`src/hdl/bhr_pkg.sv`:
```
// bhr_pkg: shared types, codes and constants of the box hessian response core
// used by bhr_ctrl, bhr_datapath and box_hessian_response_core
package bhr_pkg;

    localparam int DEF_MAX_ROWS = 512;
    localparam int DEF_MAX_COLS = 512;

    localparam int IDX_W = 3;
    localparam int CFG_W = 24;
    localparam int VAL_W = 27;
    localparam int N_READS = 32;

    localparam logic [IDX_W-1:0] CFG_FILTER_SIZE = 3'd0;
    localparam logic [IDX_W-1:0] CFG_SAMPLE_STEP = 3'd1;
    localparam logic [IDX_W-1:0] CFG_IMAGE_ROWS  = 3'd2;
    localparam logic [IDX_W-1:0] CFG_IMAGE_COLS  = 3'd3;
    localparam logic [IDX_W-1:0] CFG_INV_AREA    = 3'd4;

    localparam logic [7:0]  RST_FILTER_SIZE = 8'd9;
    localparam logic [4:0]  RST_SAMPLE_STEP = 5'd1;
    localparam logic [9:0]  RST_IMAGE_ROWS  = 10'd512;
    localparam logic [9:0]  RST_IMAGE_COLS  = 10'd512;
    localparam logic [23:0] RST_INV_AREA    = 24'd207126;

    localparam logic KIND_QUERY = 1'b1;

    localparam logic [16:0] COEF_081 = 17'd53084;
    localparam logic [8:0]  DIV3_MUL = 9'd171;

    typedef struct packed {
        logic        kind;
        logic [8:0]  row;
        logic [8:0]  col;
        logic [26:0] integral_value;
    } t_in_item;

    typedef struct packed {
        logic signed [39:0] response;
        logic               laplacian_sign;
    } t_out_item;

    typedef enum logic [3:0] {
        S_IDLE,
        S_SETUP,
        S_READ,
        S_DRAIN,
        S_N0,
        S_N1,
        S_N2,
        S_P,
        S_Q,
        S_QW,
        S_WL,
        S_WH,
        S_WW,
        S_WT,
        S_RESP,
        S_OUT
    } t_state;

    typedef enum logic [2:0] {
        OP_NXX,
        OP_NYY,
        OP_NXY,
        OP_P,
        OP_Q,
        OP_WL,
        OP_WH
    } t_op;

    typedef struct packed {
        logic       accept;
        logic       setup;
        logic       issue;
        logic [4:0] idx;
        logic       op_valid;
        t_op        op;
        logic       calc_wt;
        logic       calc_resp;
        logic       out_load;
    } t_dp_cmd;

    typedef struct packed {
        logic pipe_busy;
        logic out_free;
    } t_dp_sts;

endpackage

```
`src/hdl/bhr_ctrl.sv`:
```
// bhr_ctrl: query sequencer state machine, drives datapath commands
// depends on bhr_pkg
module bhr_ctrl (
    input  logic              i_clk,
    input  logic              i_rst_n,
    input  logic              i_in_valid,
    input  logic              i_in_kind,
    output logic              o_in_stall,
    output bhr_pkg::t_dp_cmd  o_cmd,
    input  bhr_pkg::t_dp_sts  i_sts
);
    import bhr_pkg::*;

    localparam logic [4:0] LAST_READ = 5'(N_READS - 1);

    t_state     r_state, n_state;
    logic [4:0] r_idx, n_idx;
    t_dp_cmd    cmd;

    always_ff @(posedge i_clk) begin
        if (!i_rst_n) begin
            r_state <= S_IDLE;
            r_idx   <= '0;
        end else begin
            r_state <= n_state;
            r_idx   <= n_idx;
        end
    end

    always_comb begin
        n_state = r_state;
        n_idx   = r_idx;
        cmd     = '0;
        cmd.op  = OP_NXX;
        case (r_state)
            S_IDLE: begin
                cmd.accept = i_in_valid;
                if (i_in_valid && i_in_kind == KIND_QUERY) begin
                    n_state = S_SETUP;
                end
            end
            S_SETUP: begin
                cmd.setup = 1'b1;
                n_idx     = '0;
                n_state   = S_READ;
            end
            S_READ: begin
                cmd.issue = 1'b1;
                cmd.idx   = r_idx;
                n_idx     = r_idx + 5'd1;
                if (r_idx == LAST_READ) begin
                    n_state = S_DRAIN;
                end
            end
            S_DRAIN: begin
                if (!i_sts.pipe_busy) begin
                    n_state = S_N0;
                end
            end
            S_N0: begin
                cmd.op_valid = 1'b1;
                cmd.op       = OP_NXX;
                n_state      = S_N1;
            end
            S_N1: begin
                cmd.op_valid = 1'b1;
                cmd.op       = OP_NYY;
                n_state      = S_N2;
            end
            S_N2: begin
                cmd.op_valid = 1'b1;
                cmd.op       = OP_NXY;
                n_state      = S_P;
            end
            S_P: begin
                cmd.op_valid = 1'b1;
                cmd.op       = OP_P;
                n_state      = S_Q;
            end
            S_Q: begin
                cmd.op_valid = 1'b1;
                cmd.op       = OP_Q;
                n_state      = S_QW;
            end
            S_QW: begin
                n_state = S_WL;
            end
            S_WL: begin
                cmd.op_valid = 1'b1;
                cmd.op       = OP_WL;
                n_state      = S_WH;
            end
            S_WH: begin
                cmd.op_valid = 1'b1;
                cmd.op       = OP_WH;
                n_state      = S_WW;
            end
            S_WW: begin
                n_state = S_WT;
            end
            S_WT: begin
                cmd.calc_wt = 1'b1;
                n_state     = S_RESP;
            end
            S_RESP: begin
                cmd.calc_resp = 1'b1;
                n_state       = S_OUT;
            end
            S_OUT: begin
                if (i_sts.out_free) begin
                    cmd.out_load = 1'b1;
                    n_state      = S_IDLE;
                end
            end
            default: begin
                n_state = S_IDLE;
            end
        endcase
    end

    assign o_cmd      = cmd;
    assign o_in_stall = (r_state != S_IDLE);

`ifndef NO_ASSERTIONS
    a_read_to_drain: assert property (@(posedge i_clk) disable iff (!i_rst_n)
        (r_state == S_READ && r_idx == LAST_READ) |=> (r_state == S_DRAIN))
        else $error("read phase did not end after last corner");
    a_query_setup: assert property (@(posedge i_clk) disable iff (!i_rst_n)
        (i_in_valid && !o_in_stall && i_in_kind == KIND_QUERY) |=> (r_state == S_SETUP))
        else $error("query transfer did not start setup");
    a_op_after_drain: assert property (@(posedge i_clk) disable iff (!i_rst_n)
        cmd.op_valid |-> !i_sts.pipe_busy)
        else $error("arithmetic started while box pipeline busy");
`endif

endmodule

```
`config.mk`:
```
export PLATFORM = sky130hd
export DESIGN_NAME = bhr_ctrl
export DESIGN_NICKNAME = d
export VERILOG_FILES = /design/src/hdl/bhr_pkg.sv /design/src/hdl/bhr_ctrl.sv
export SDC_FILE = /design/constraint.sdc
export NUM_CORES = 1
export LEC_CHECK = 0
export BUFFER_PORTS_ARGS = -buffer_cell sky130_fd_sc_hd__clkbuf_2
export CAP_MARGIN = 40
export CORE_MARGIN = 3
export CORE_UTILIZATION = 41
export DETAILED_ROUTE_END_ITERATION = 10
export PLACE_DENSITY_LB_ADDON = 0.1
export SETUP_SLACK_MARGIN = 0.15
export SLEW_MARGIN = 15
export SYNTH_ARGS = -nofsm -noshare
export SYNTH_HDL_FRONTEND = slang
export SYNTH_SLANG_ARGS = --single-unit
```
`constraint.sdc`:
```
create_clock -name i_clk -period 1.97 [get_ports i_clk]
set_input_delay 0.197 -clock i_clk [delete_from_list [all_inputs] [get_ports i_clk]]
set_output_delay 0.197 -clock i_clk [all_outputs]
set_load 0.03 [all_outputs]
```
==> results of run 1 <==
-- per-stage QoR --
stage | worst slack [ns] | cell area [um2] | util | hold WS, ns | power, W
6_report | 0.2204 | 833.3 | 0.5889 | 0.2688 | 0.0004806
5_1_grt | 0.1532 | 833.3 | 0.5889 | 0.3063 | 0.0005026
4_1_cts | 0.1737 | 817.0 | 0.5774 | 0.2636 | 0.0004806
3_5_place_dp | 0.2653 | 787.0 | 0.5561 | 0.5210 | 0.0003280
3_3_place_gp | 0.3150 | 787.0 | 0.5561 | 0.5206 | 0.0003275
2_1_floorplan | 0.1724 | 670.6 | - | 0.3555 | 0.0002925
-- synthesized netlist by cell type --
cell type / n / area share
nand4_1: 2 / 0.019
a31oi_1: 5 / 0.047
a21boi_0: 1 / 0.011
ha_1: 2 / 0.037
or2_2: 1 / 0.0093
and2b_1: 1 / 0.011
clkbuf_1: 4 / 0.022
nand2_1: 9 / 0.050
dfxtp_1: 9 / 0.27
mux2_2: 1 / 0.017
or4_1: 1 / 0.011
and3b_1: 2 / 0.026
inv_1: 4 / 0.022
nor4b_4: 1 / 0.035
nor2b_1: 6 / 0.056
a221oi_2: 1 / 0.022
or3b_1: 1 / 0.013
nand2b_1: 3 / 0.028
o32a_1: 1 / 0.015
o22ai_1: 3 / 0.028
and3_1: 3 / 0.028
nor2_1: 8 / 0.045
a21oi_1: 2 / 0.015
o21ai_0: 4 / 0.030
nand4b_1: 1 / 0.013
and2_1: 8 / 0.075
mux2i_1: 1 / 0.015
o21ai_1: 1 / 0.0075
nor3_1: 1 / 0.0075
nand3_1: 2 / 0.015
-- state kept, by name, summed over array words and instances, names as in the netlist --
name     cells
r_idx        5
r_state      4
-- final timing paths --
path         startpoint          to  slack (ns)  cells after the start
max          r_state[3]   o_cmd[14]        0.22                      3
min             i_rst_n    r_idx[0]        0.27                      3
max reg2reg    r_idx[0]  r_state[0]        0.27                      6
min reg2reg    r_idx[4]    r_idx[4]        0.52                      2
-- metal layers --
layer / GRT usage / wire length, um
met1: 0.2564 / 807
met2: 0.2665 / 759
met3: 0.02344 / 133
met4: 0.08523 / 29
met5: 0 / 0
-- tightest hold or removal path, stage by stage --
cell,delay [ns]
clkbuf_2,0.14
nand2_1,0.08
o22ai_1,0.06
-- what timing repair did --
item,CTS,global route
hold buffers,0,0
setup buffers,0,2
endpoints found under the hold margin,0,0
setup endpoints to repair,4,7
resized for setup,3,2
gates cloned,0,0
-- cell families (layout without fill, tap and decap cells) --
family,count (synthesis),count (layout),synth area share
compound gates,18,18,0.1754
flops,9,9,0.2687
mux,2,2,0.03172
fa+ha+maj,2,2,0.03731
buf+inv,8,32,0.04476
simple gates,50,50,0.4422
-- power by group through the flow --
stage	clock network [W]	registers, W	logic [W]
2_1_floorplan	0	0.000203	0.0000900
3_3_place_gp	0	0.000214	0.000114
3_5_place_dp	0	0.000215	0.000113
4_1_cts	0.000156	0.000211	0.000113
5_1_grt	0.000159	0.000215	0.000129
6_report	0.000151	0.000211	0.000118
-- area by class of cell --
class / count / area (um2) / share of cell area
multi-input combinational: 72 / 460.4 / 0.5526
sequential: 9 / 185.2 / 0.2222
timing repair buffer: 24 / 127.6 / 0.1532
clock buffer: 4 / 26.28 / 0.03153
tap: 15 / 18.77 / 0.02252
inverter: 4 / 15.01 / 0.01802
==> run metrics, run 1 <==
crit path capture type output port; Post-Syn Nets 97; drt wl/cell 13.52 um; FILL cells roughly 140; power per cell area between 500 and 600 mW/mm2; worst-margin pin slew about 0.28 ns; IO Count 22; Num CTS Buffers 3; Syn. warnings 0; worst skew pair latency 0.27 ns; Mapped Cells 89; worst path buffer plus inverter count 1; Pre-antenna DRT Iters 4; commonest non-fill, non-tap cell in the layout clkbuf_2; minimum clock period 1.750 ns; row count 13; commonest cells after routing, fill and taps aside 21 x clkbuf_2, 9 x nand2_1, 8 x nor2_1, 8 x and2_1, 6 x nor2b_1; Tot GR Track Use 0.1812; Worst EP required 1.77 ns; maximum vdd ir drop 0.3419 mV; routed vias/inst 5.680; final setup fails 0; max incr delay on CP 0.58 ns; Clock Power Share 0.314; grt ovf 0; final wirelength 1731 um; status finished, final reports clean; die extent in y 46.45 um; critical path's top delay family simple AND/OR/NAND/NOR gates; Mapped Avg Cell Area ~7.5 um2; Logic pwr share 0.246; Slew Limit Headroom 0.8147; Synth Cell Area approximately 670 um2; Critical Path Fanout Max 12; Tcrit/Tclk final 0.8881; switching part of the total 0.3451; synthesized flop and latch total 9; Pleak around 0.38 nW; Core ar. 0.001415 mm2; final hold vios 0; worst hold path type input port to flop; vias in the first global route 604; Clock Path Buffers 2; unrepaired setup endpoints after global routing no; CTS tree done; Peak Freq 0.5716 GHz; CP Launch Type flop; largest net degree at the start of global routing 15; clock skew 0.01049 ns; sequential share of power 0.440; Worst Path Arrival approximately 1.6 ns; Synth cell types 30; WS Path Type flop to output port; Sw Pwr approximately 0.00017 W; Post-Place Cells about 120; worst-path cell chain or4_1, nor2_1, clkbuf_2; Initial Util 0.4739; post-route ant nets 0; first-pass GRT wire length 2773 um; final non-filler cell total 128; Internal Pwr Total 0.0003148 W; DRC viols 0; GPL Wtd Cong roughly 0.82; Chip Width 46.45 um; total negative slack 0 ns; initial antenna violation count 0; Worst path slowest cell or4_1; Sink Count 9; Detail Placement HPWL 1290 um; Area Growth Syn to Fin 24.25%; sequential-to-total area share from yosys stat 0.2687; root buffer selected by CTS clkbuf_4; Die Area 0.002157 mm2; Clock Pin Slew Worst Setup and Hold Paths 0.07 ns; final slew viol count 0; Post-layout nets 122; layout cells sized above 1 0.3097; vias post-DR 727; max_cap viols 0; I/O Buffers 21; CTS H-tree lvls 1; DRT iter0 DRCs 15; antenna cells 0
No activity file was read; power rests on OpenSTA's default activity.
==> run 2: changes to the inputs <==
--- a/config.mk
+++ b/config.mk
@@ -11,6 +11,7 @@
 export CORE_UTILIZATION = 41
 export DETAILED_ROUTE_END_ITERATION = 10
 export PLACE_DENSITY_LB_ADDON = 0.1
+export RECOVER_POWER = 25
 export SETUP_SLACK_MARGIN = 0.15
 export SLEW_MARGIN = 15
 export SYNTH_ARGS = -nofsm -noshare
==> run 2 against run 1 <==
Critical path type unchanged. Fmax unchanged. Sequential share of layout area decreased by 0.12 points. Global-route usage stayed put. Register-to-register slack is essentially flat. Worst setup slack is the same.
==> run metrics, run 2 (same netlist as run 1, synthesis figures left out) <==
commonest non-fill, non-tap cell in the layout clkbuf_2; vias in the first global route 604 (unchanged); Core ar. 0.001415 mm2 (unchanged); Logic pwr share 0.246 (about the same); Clock Pin Slew Worst Setup and Hold Paths 0.07 ns (about the same); worst-margin pin slew 0.2780 ns (unchanged); routed vias/inst 5.680 (unchanged); Setup WS pre-CTS 0.2653 ns (unchanged); most flop-heavy register r_idx; max_cap viols 0 (unchanged); total negative slack 0 ns (unchanged); Clock Path Buffers 2 (unchanged); I/O Buffers 21 (unchanged); final setup fails 0 (unchanged); first-pass GRT wire length 2773 um (unchanged); Internal Pwr Total 0.0003142 W (-0.17%); IO Count 22 (unchanged); row count 13 (unchanged); Worst Path Arrival 1.55 ns (about the same); drt wl/cell 13.52 um (unchanged); largest net degree at the start of global routing 15 (unchanged); minimum clock period 1.750 ns (unchanged); Peak Freq 0.5716 GHz (unchanged); Clock Power Share 0.314 (about the same); Tot GR Track Use 0.1812 (unchanged); unrepaired setup endpoints after global routing no; Area Growth Syn to Fin 24.07%; status finished, final reports clean; Worst EP required 1.77 ns (about the same); final slew viol count 0 (unchanged); Pre-antenna DRT Iters 4 (unchanged); commonest cells after routing, fill and taps aside 21 x clkbuf_2, 9 x nand2_1, 8 x nor2_1, 8 x and2_1; final hold vios 0 (unchanged); Die Area 0.002157 mm2 (unchanged); initial antenna violation count 0 (unchanged); layout cells sized above 1 0.3009 (-0.008850); Slew Limit Headroom 0.8147 (unchanged); die extent in y 46.45 um (unchanged); grt ovf 0 (unchanged); Detail Placement HPWL 1290 um (unchanged); clock skew 0.01049 ns (unchanged); Chip Width 46.45 um (unchanged); hold_buf cts 0 (unchanged); sequential share of power 0.440 (about the same); worst setup margin 0.2204 ns (unchanged); Initial Util 0.4739 (unchanged); max FFs per register 5 (unchanged); Pwr Total 0.0004801 W (-0.11%); DRC viols 0 (unchanged); antenna cells 0 (unchanged); vias post-DR 727 (unchanged); maximum vdd ir drop 0.3417 mV (about the same); post-route ant nets 0 (unchanged); switching part of the total 0.3455 (+0.0003839); CTS tree done; power per cell area 577.0 mW/mm2 (about the same); worst hold path type input port to flop; Sw Pwr 0.0001659 W (unchanged); crit path capture type output port; Sink Count 9 (unchanged); Tcrit/Tclk final 0.8881 (unchanged); root buffer selected by CTS clkbuf_4; CP Launch Type flop; largest registers r_idx: 5 flops, r_state: 4 flops; DRT iter0 DRCs 15 (unchanged); WS Path Type flop to output port; Post-layout nets 122 (unchanged); Pleak 0.3825 nW (-0.12%); GPL Wtd Cong 0.8222 (unchanged); final wirelength 1731 um (unchanged); worst skew pair latency 0.27 ns (about the same); CTS H-tree lvls 1 (unchanged); FILL cells 144 (unchanged); Num CTS Buffers 3 (unchanged); Critical Path Fanout Max 12 (unchanged)
[run 2: cell counts in the layout (fill, tap and decap cells not counted)]
No cell type changed its count.
[run 2: metal layers]
| layer | vias up | GRT usage | routed length, um |
|---|---|---|---|
| met3 | 5 | 0.02344 | 133 |
| met1 | 323 | 0.2564 | 807 |
| li1 | 366 | - | - |
| met2 | 33 | 0.2665 | 759 |
| met4 | 0 | 0.08523 | 29 |
| met5 | - | 0 | 0 |
[run 2: power groups by stage]
stage               Sequential [W]  Clock, W  Combinational [W]
floorplan                 0.000203         0          0.0000900
global placement          0.000214         0           0.000114
detailed placement        0.000215         0           0.000113
CTS                       0.000211  0.000156           0.000113
global route              0.000214  0.000159           0.000129
finish                    0.000211  0.000151           0.000118
[run 2: critical path, cell delays in order, from the launching register on]
cell	delay, ns
dfxtp_2	0.39
or4_1	0.58
nor2_1	0.11
clkbuf_2	0.21
[run 2: final timing paths]
kind,depth (start not counted),from,slack (ns),endpoint
setup / recovery,3,r_state[3],0.22,o_cmd[14]
hold / removal,3,i_rst_n,0.27,r_idx[0]
setup reg to reg,6,r_idx[0],0.27,r_state[0]
hold reg to reg,2,r_idx[4],0.52,r_idx[4]
[run 2: through the flow]
| step | cell area, um2 | std cells | util | hold slack, ns |
|---|---|---|---|---|
| 5_1_grt | 832.0 | 128 | 0.5880 | 0.3063 |
| 6_report | 832.0 | 128 | 0.5880 | 0.2688 |
| 2_1_floorplan | 670.6 | 89 | - | 0.3555 |
| 4_1_cts | 817.0 | 126 | 0.5774 | 0.2636 |
| 3_3_place_gp | 787.0 | 122 | 0.5561 | 0.5206 |
| 3_5_place_dp | 787.0 | 122 | 0.5561 | 0.5210 |
[run 2: final cells by class]
cell class	count	area, um2	area share
inverters	4	15.01	0.01805
repair buffers	24	127.6	0.1534
well taps	15	18.77	0.02256
multi-input cells	72	460.4	0.5534
flip-flops and latches	9	183.9	0.2211
clock buffers	4	26.28	0.03158
[run 2: repair_timing]
item	4_1_cts	5_1_grt
endpoints found under the hold margin	0	0
buffers inserted	0	2
resized for setup	3	2
pin swaps	0	0
setup endpoints to repair	4	7
==> run 3: changes to the inputs <==
--- a/config.mk
+++ b/config.mk
@@ -9,6 +9,7 @@
 export CAP_MARGIN = 40
 export CORE_MARGIN = 3
 export CORE_UTILIZATION = 41
+export CTS_BUF_LIST = sky130_fd_sc_hd__clkbuf_8
 export DETAILED_ROUTE_END_ITERATION = 10
 export PLACE_DENSITY_LB_ADDON = 0.1
 export RECOVER_POWER = 25
==> run 3 against run 2 <==
Count of clock-buffer cells in the layout down 1. Critical path depth up 3. Sequential power about the same. Sequential share of layout area down 0.49 points. Sequential cell count unchanged.
==> run metrics, run 3 (same netlist as run 1, synthesis figures left out) <==
status finished, final reports clean; antenna cells 0 (unchanged); worst setup margin 0.2533 ns (+0.03294 ns); final slew viol count 0 (unchanged); Chip Width 46.45 um (unchanged); Pleak 0.3934 nW (+2.8%); DRT iter0 DRCs 13 (-2); CP Launch Type flop; DRC viols 0 (unchanged); met2 Track Usage GR 0.2692 (+0.002747); Clock Path Buffers 2 (unchanged); capturing point of the worst reg2reg path r_state[0]; power per cell area 638.9 mW/mm2 (+11%); Clock Pin Slew Worst Setup and Hold Paths 0.05 ns (-0.02 ns); CTS tree done; Detail Placement HPWL 1290 um (unchanged); Worst Path Arrival 1.86 ns (+0.31 ns); WS Path Type flop to flop; Sw Pwr 0.0001708 W (+3.0%); post-route ant nets 0 (unchanged); root buffer selected by CTS clkbuf_8; Setup WS pre-CTS 0.2653 ns (unchanged); routed vias/inst 5.516 (-2.9%); DP Area 787.0 um2 (unchanged); initial antenna violation count 0 (unchanged); R2R Setup Slk 0.25 ns (-0.02 ns); largest net degree at the start of global routing 15 (unchanged); RR Startpoint r_idx[0]; worst skew pair latency 0.24 ns (-0.03 ns); unrepaired setup endpoints after global routing no; Tot GR Track Use 0.1875 (+0.006329); Initial Util 0.4739 (unchanged); Slew Limit Headroom 0.8164 (+0.001724); Die Area 0.002157 mm2 (unchanged); crit path capture type flop; met3 GRT Util 0.05078 (+0.02734); worst-margin pin slew 0.2754 ns (-0.002586 ns); final hold vios 0 (unchanged); vias in the first global route 610 (+0.99%); Area Growth Syn to Fin 26.87%; row count 13 (unchanged); vias post-DR 706 (-2.9%); total negative slack 0 ns (unchanged); minimum clock period 1.717 ns (-0.03294 ns); Tcrit/Tclk final 0.8714 (-0.01672); most flop-heavy register r_idx; maximum vdd ir drop 0.3531 mV (+3.3%); commonest cells after routing, fill and taps aside 21 x clkbuf_2, 9 x nand2_1, 8 x nor2_1; first-pass GRT wire length 2815 um (+1.5%); Peak Freq 0.5825 GHz (+1.9%); Critical Path Fanout Max 6 (-6); Final Cell Area 850.8 um2 (+2.3%); sequential share of power 0.390 (-0.050); switching part of the total 0.3141 (-0.03135); layout cells sized above 1 0.3009 (unchanged); grt ovf 0 (unchanged); GPL Wtd Cong 0.8222 (unchanged); max_cap viols 0 (unchanged); grt met1 use 0.2517 (-0.004619); hold path depth 3 (unchanged); Post-layout nets 122 (unchanged); Pre-antenna DRT Iters 4 (unchanged); Worst EP required 2.12 ns (+0.35 ns); Finished Core Util 0.6012 (+0.01326); die extent in y 46.45 um (unchanged); Core ar. 0.001415 mm2 (unchanged); final wirelength 1721 um (-0.58%); I/O Buffers 21 (unchanged); Sink Count 9 (unchanged); worst hold path type input port to flop; Internal Pwr Total 0.0003728 W (+19%); max FFs per register 5 (unchanged); CTS H-tree lvls 1 (unchanged); hold endpoint r_idx[0]; clock skew 0.005016 ns (-0.005477 ns); IO Count 22 (unchanged); Clock Power Share 0.392 (+0.078); HP Start i_rst_n; commonest non-fill, non-tap cell in the layout clkbuf_2; drt wl/cell 13.45 um (-0.58%); Most Crowded Layer GR met2; path depth of the worst reg2reg path 6 (unchanged); hold_buf cts 0 (unchanged); Logic pwr share 0.218 (-0.028); Num CTS Buffers 3 (unchanged); largest registers r_idx: 5 flops, r_state: 4 flops; final setup fails 0 (unchanged)
==> run 3: cell types whose count changed in the layout (fill, tap and decap cells not counted), sizes merged <==
cell    delta
clkbuf     -1
inv        +1
==> run 3: power by group through the flow <==
stage,Clock (W),Sequential (W),Combinational [W]
5_1_grt,0.000231,0.000215,0.000128
4_1_cts,0.000221,0.000211,0.000113
2_1_floorplan,0,0.000203,0.0000900
3_3_place_gp,0,0.000214,0.000114
6_report,0.000213,0.000212,0.000118
3_5_place_dp,0,0.000215,0.000113
==> run 3: worst max-delay path by stage <==
stage	from	end	slack [ns]	depth (start not counted)
2_1_floorplan	r_state[3]	o_cmd[4]	0.17	4
3_3_place_gp	r_idx[0]	r_state[0]	0.31	6
3_5_place_dp	r_idx[0]	r_state[0]	0.27	6
4_1_cts	r_state[0]	o_cmd[6]	0.17	4
5_1_grt	r_state[1]	o_cmd[3]	0.16	5
6_report	r_idx[0]	r_state[0]	0.25	6
==> run 3: final cells by class <==
type,count,area (um2)
Clock buffer,3,41.29
Timing Repair Buffer,24,127.6
Sequential cell,9,183.9
Inverter,4,15.01
Tap cell,15,18.77
Multi-Input combinational cell,72,460.4
Fill cell,143,564.3
Clock inverter,1,3.754
==> run 3: metal layers <==
metal  part of all wire  wire length (um)
met5                  0                 0
met3              0.064               111
met2               0.44               752
met4              0.018                31
met1               0.48               825
==> run 3: timing repair <==
action | in CTS | in global routing
setup endpoints to repair | 1 | 9
pin swaps | 0 | 1
resized for setup | 1 | 3
buffers inserted | 0 | 2
==> run 3: worst max-delay path, cell delays in order (launching register included) <==
cell and delay [ns]:
dfxtp_1 0.35, ha_1 0.24, and3_1 0.20, ha_1 0.18, nor2b_1 0.13, o32a_1 0.32
a221oi_2 0.22
==> run 3: through the flow <==
step                total power [W]  hold WS (ns)  cells
detailed placement        0.0003280        0.5210    122
floorplan                 0.0002925        0.3555     89
finish                    0.0005436        0.2976    128
global placement          0.0003275        0.5206    122
CTS                       0.0005450        0.2970    126
global route              0.0005744        0.3355    128
